File: config.mk
export PLATFORM = sky130hd
export DESIGN_NAME = gpvc_cordic_stage
export DESIGN_NICKNAME = d
export VERILOG_FILES = /design/src/sv/gpvc_pkg.sv /design/src/sv/gpvc_cordic_stage.sv
export SDC_FILE = /design/constraint.sdc
export NUM_CORES = 1
export LEC_CHECK = 0
export ABC_AREA = 1
export BUFFER_PORTS_ARGS = -buffer_cell sky130_fd_sc_hd__buf_2
export CAP_MARGIN = 20
export CORE_MARGIN = 2
export CORE_UTILIZATION = 45
export CTS_CLUSTER_SIZE = 28
export DETAILED_ROUTE_END_ITERATION = 6
export PLACE_DENSITY = 0.77
export SLEW_MARGIN = 20
export SYNTH_ARGS = -nofsm -noshare
export SYNTH_HDL_FRONTEND = slang
export SYNTH_SLANG_ARGS = --single-unit
export TNS_END_PERCENT = 10
File: constraint.sdc
create_clock -name clk -period 2.3 [get_ports clk]
set_input_delay 0.69 -clock clk [delete_from_list [all_inputs] [get_ports clk]]
set_output_delay 0.69 -clock clk [all_outputs]
set_load 0.02 [all_outputs]
File: src/sv/gpvc_pkg.sv
// package: types, constants and tables of the go-to-goal pose controller
package gpvc_pkg;

  localparam int CORDIC_STAGES_DEF = 16;
  localparam int ATAN_ENTRIES      = 24;
  localparam int CW                = 44;  // cordic x/y datapath width
  localparam int DW                = 43;  // distance width (q16 mm)
  localparam int PW                = CW + 21;
  localparam logic signed [20:0] INVK_Q20  = 21'sd636751;
  localparam logic signed [15:0] OMEGA_Q16 = 16'sd18850;

  typedef enum logic [2:0] {
    REG_GOAL_X        = 3'd0,
    REG_GOAL_Y        = 3'd1,
    REG_GOAL_HEADING  = 3'd2,
    REG_LINEAR_LIMIT  = 3'd3,
    REG_ANGULAR_LIMIT = 3'd4,
    REG_POS_TOL       = 3'd5,
    REG_HEAD_TOL      = 3'd6,
    REG_TIMEOUT       = 3'd7
  } reg_idx_t;

  localparam logic [1:0] ST_RUNNING = 2'd0;
  localparam logic [1:0] ST_REACHED = 2'd1;
  localparam logic [1:0] ST_ABORTED = 2'd2;

  typedef struct packed {
    logic signed [23:0] pose_x;
    logic signed [23:0] pose_y;
    logic signed [15:0] pose_heading;
    logic [31:0]        elapsed_ms;
  } in_item_t;

  typedef struct packed {
    logic signed [15:0] vel_x;
    logic signed [15:0] vel_y;
    logic signed [15:0] yaw_rate;
    logic [1:0]         nav_status;
  } out_item_t;

  // control travelling alongside the cordic data
  typedef struct packed {
    logic               valid;
    logic               tmo;
    logic               zero;
    logic               hok;
    logic               reached;
    logic [15:0]        ph;
    logic signed [15:0] om;
  } side_t;

  // atan(2^-i), full turn = 2^32
  function automatic logic [31:0] atan_ent(input int idx);
    logic [31:0] r;
    case (idx)
      0:  r = 32'h20000000;
      1:  r = 32'h12E4051E;
      2:  r = 32'h09FB385B;
      3:  r = 32'h051111D4;
      4:  r = 32'h028B0D43;
      5:  r = 32'h0145D7E1;
      6:  r = 32'h00A2F61E;
      7:  r = 32'h00517C55;
      8:  r = 32'h0028BE53;
      9:  r = 32'h00145F2F;
      10: r = 32'h000A2F98;
      11: r = 32'h000517CC;
      12: r = 32'h00028BE6;
      13: r = 32'h000145F3;
      14: r = 32'h0000A2FA;
      15: r = 32'h0000517D;
      16: r = 32'h000028BE;
      17: r = 32'h0000145F;
      18: r = 32'h00000A30;
      19: r = 32'h00000518;
      20: r = 32'h0000028C;
      21: r = 32'h00000146;
      22: r = 32'h000000A3;
      23: r = 32'h00000051;
      default: r = 32'h0;
    endcase
    return r;
  endfunction

  // symmetric saturation to +-lim
  function automatic logic signed [15:0] sat16(input logic signed [30:0] v,
                                               input logic [14:0] lim);
    logic signed [30:0] l;
    logic signed [15:0] r;
    l = 31'(signed'({1'b0, lim}));
    if (v > l) r = 16'(l);
    else if (v < -l) r = 16'(-l);
    else r = 16'(v);
    return r;
  endfunction

endpackage

File: src/sv/gpvc_cordic_stage.sv
// one registered cordic micro-rotation, vectoring or rotating
module gpvc_cordic_stage #(
  parameter int W      = gpvc_pkg::CW,
  parameter int WZ     = 32,
  parameter int SHIFT  = 0,
  parameter bit VECTOR = 1'b1
) (
  input  logic                 clk,
  input  logic signed [W-1:0]  x_i,
  input  logic signed [W-1:0]  y_i,
  input  logic signed [WZ-1:0] z_i,
  output logic signed [W-1:0]  x_o,
  output logic signed [W-1:0]  y_o,
  output logic signed [WZ-1:0] z_o
);

  logic signed [W-1:0]  xs, ys, x_nxt, y_nxt;
  logic signed [WZ-1:0] aw, z_nxt;
  logic                 ccw;

  always_comb begin
    xs  = x_i >>> SHIFT;
    ys  = y_i >>> SHIFT;
    aw  = WZ'(gpvc_pkg::atan_ent(SHIFT));
    // vectoring drives y to zero, rotating drives z to zero
    ccw = VECTOR ? !(!y_i[W-1] && (y_i != '0)) : !z_i[WZ-1];
    if (ccw) begin
      x_nxt = x_i - ys;
      y_nxt = y_i + xs;
      z_nxt = z_i - aw;
    end else begin
      x_nxt = x_i + ys;
      y_nxt = y_i - xs;
      z_nxt = z_i + aw;
    end
  end

  always_ff @(posedge clk) begin
    x_o <= x_nxt;
    y_o <= y_nxt;
    z_o <= z_nxt;
  end

endmodule

==> results.toml <==
[run_status]
status = "finished, final reports clean"

[timing]
timing.hold.ws_ps = 336.6
setup_viol = 0
period_needed_ps = 2299
fmax_mhz = 434.9
max_slew_margin_pct = 54.29
timing.final.ws_setup_ps = 0.5294
fin_crit_sh_pct = 99.98
rsz0062_at_grt = "true"
fin_tns_setup_ps = 0
maxSlewViolCount = 0
tightest_slew_ps = 678.5
hold_violations = 0

[yosys]
yosys.area_share.xor_xnor_pct = 2.440
synth_edf_count = 0
ys_async_sr_fraction_pct = 0
yosysSeqAreaShare_pct = 17.02
post_synth_fa_ha_maj_area_fraction_pct = 13.44
synthSimpleGateAreaFrac_pct = 42.05
yosys.area.top_type = "nand2_1"
synth_warnings = 0
synthTopCellsByCount = "nand2_1 (807), inv_1 (399), nand3_1 (214)"
syn_inst = 2420
yosysMostFrequentCell = "nand2_1"
synth_nets = 2689
synth-main-ff-cell = "dfxtp_1"
synth.avg_cell_area_um2 = 5.784
synth-seq-cells = 119
synth_top_family_by_area = "simple AND/OR/NAND/NOR gates"
synth.area.top_cells = "nand2_1 (22%), dfxtp_1 (17%), ha_1 (13%)"
netlist_area_um2 = 14000
synth.area.mux_share_pct = 0
synth.distinct_cells = 43
synth_top_area_share_pct = 21.64
synth_compound_area_share_pct = 10.63

[power]
internal_power_uw = 6089
p_switching_uw = 4536
ir_drop_v = 0.0005921
fin_total_pwr_uw = 10630
power_frac_seq_pct = 23.3
p_leak_uw = 0.01157
p_sw_share_pct = 42.69
p_comb_share_pct = 50.8
clockPowerShare_pct = 25.8
powerDensity_nw_per_um2 = 515.7

[cells_and_area]
area_growth_pct = 47.18
fin_area_um2 = 20600
layout.nets = 3394
insertedDiodeCount = 0
drive_gt1_share_pct = 34.46

[grt]
grt_max_degree = 54
grt_pass1_vias = 17625
antenna_found_initial = 0
overflow = 0
grt_pass1_wl_mm = 95.47
grt_usage_pct = 38.12

[placed_design]
dp_hpwl_mm = 54.66
placedInstanceArea_um2 = 19100
dpl_worst_slack_ps = -704.6
io_buffers = 240
gp_congestion = 1.018

[worst_setup_path]
path_class = "input pin to flip-flop"
cp-start-kind = "input pin"
cp.required_ps = 2650
crit_fanout = 3
endpoint_kind = "flip-flop"
cp.arrival_ps = 2650

[detailed_routing]
wire_per_inst_um = 18.24
ant_nets = 0
drc = 0
drt_pre_antenna_iters = 6
drt_iter0_markers = 1551
via_count = 18187
wl_mm = 64.43
vias_per_cell = 5.148

[floorplan]
initial_utilization_pct = 45.76
rows = 64
ios = 241
fp.dieH_um = 180.4
dieArea_um2 = 32540
die_x_um = 180.4
coreArea_um2 = 30590

[clocking]
cts_buffer_depth = 2
cts_sinks = 119
cts_tree = "built"
cts_max_level = 4
clkTransAtPathRegs_ps = 70
cts_inserted_buffers = 17
cts_root_buf = "clkbuf_16"

[run]
maxCapViolCount = 0

[hold_path]
hold_class = "input pin to flip-flop"
## power groups by stage
stage	Sequential, uW	Combinational, uW	Clock, uW
after floorplan	2910	2260	0
after global routing	2500	5780	2840
after detailed placement	2520	4980	0
after CTS	2480	5060	2760
after global placement	2510	4920	0
final	2480	5400	2750
## cell usage in the layout (no fill, tap or decap), types with 23 or more instances in the layout
| master | count |
|---|---|
| nand2_1 | 787 |
| buf_4 | 499 |
| inv_1 | 393 |
| buf_2 | 239 |
| nand3_1 | 205 |
| nor2_1 | 155 |
| dfxtp_1 | 119 |
| ha_1 | 107 |
| a21oi_1 | 88 |
| nor2_2 | 72 |
| o21ai_0 | 66 |
| nand2_2 | 42 |
| a21oi_2 | 38 |
| xor2_1 | 37 |
| inv_2 | 29 |
| ha_4 | 27 |
| nand4_1 | 26 |
| o21ai_1 | 24 |
| nor2_4 | 23 |
## layer usage
layer  part of all wire, %  up-vias  global-route usage, %
li1                      -     8894                      -
met1                    42     8292                  49.96
met2                    44      856                  60.58
met3                   8.7      145                  5.598
met4                   5.4        0                  20.06
met5                     0        -                      0
## metrics by stage
step / util, % / cells
after floorplan: - / 2420
after global placement: 62.45 / 3495
after detailed placement: 62.45 / 3495
after CTS: 64.82 / 3527
after global routing: 67.35 / 3533
final: 67.35 / 3533
## registers in the layout, summed over array words and instances (netlist names)
signal and cells:
x_o 44, y_o 43, z_o 32
## cell families (layout without fill, tap and decap cells)
logic type | Yosys count | count (layout)
xor gates and xnor gates | 39 | 39
and+or+nand+nor | 1367 | 1367
DFF | 119 | 119
adders and majority gates | 148 | 148
AOI/OAI and AO/OA | 262 | 262
buffers and inverters | 485 | 1202
## what timing repair did
| item | CTS | global route |
|---|---|---|
| resized for setup | 43 | 168 |
| pin swaps | 1 | 23 |
| hold buffers | 0 | 0 |
| endpoints found under the setup margin | 74 | 82 |
| gates cloned | 0 | 0 |
| setup buffers | 1 | 6 |
## final cells by class
cell class              instances  area, um2
multi-input cells            1816      10460
fillers                      2851       9987
repair buffers                747       5092
flip-flops and latches        119       2382
inverters                     424       1595
well taps                     396      495.5
clock buffers                  17      425.4
clock inverters                14      151.4
## final timing paths
path	startpoint	to	slack, ps	depth (start not counted)
worst max-delay path	x_i[15]	y_o[32]	0.5	13
worst min-delay path	z_i[4]	z_o[4]	340	1
## worst max-delay path, stage by stage
cell	delay, ps
buf_2	120
inv_1	70
ha_1	300
buf_4	160
a21oi_2	190
o21ai_1	190
buf_4	180
nor2_1	130
nand2_1	210
nand2_1	170
nand3_1	90
nand3_1	90
nand2_1	60
(Power assumes the default switching activity.)
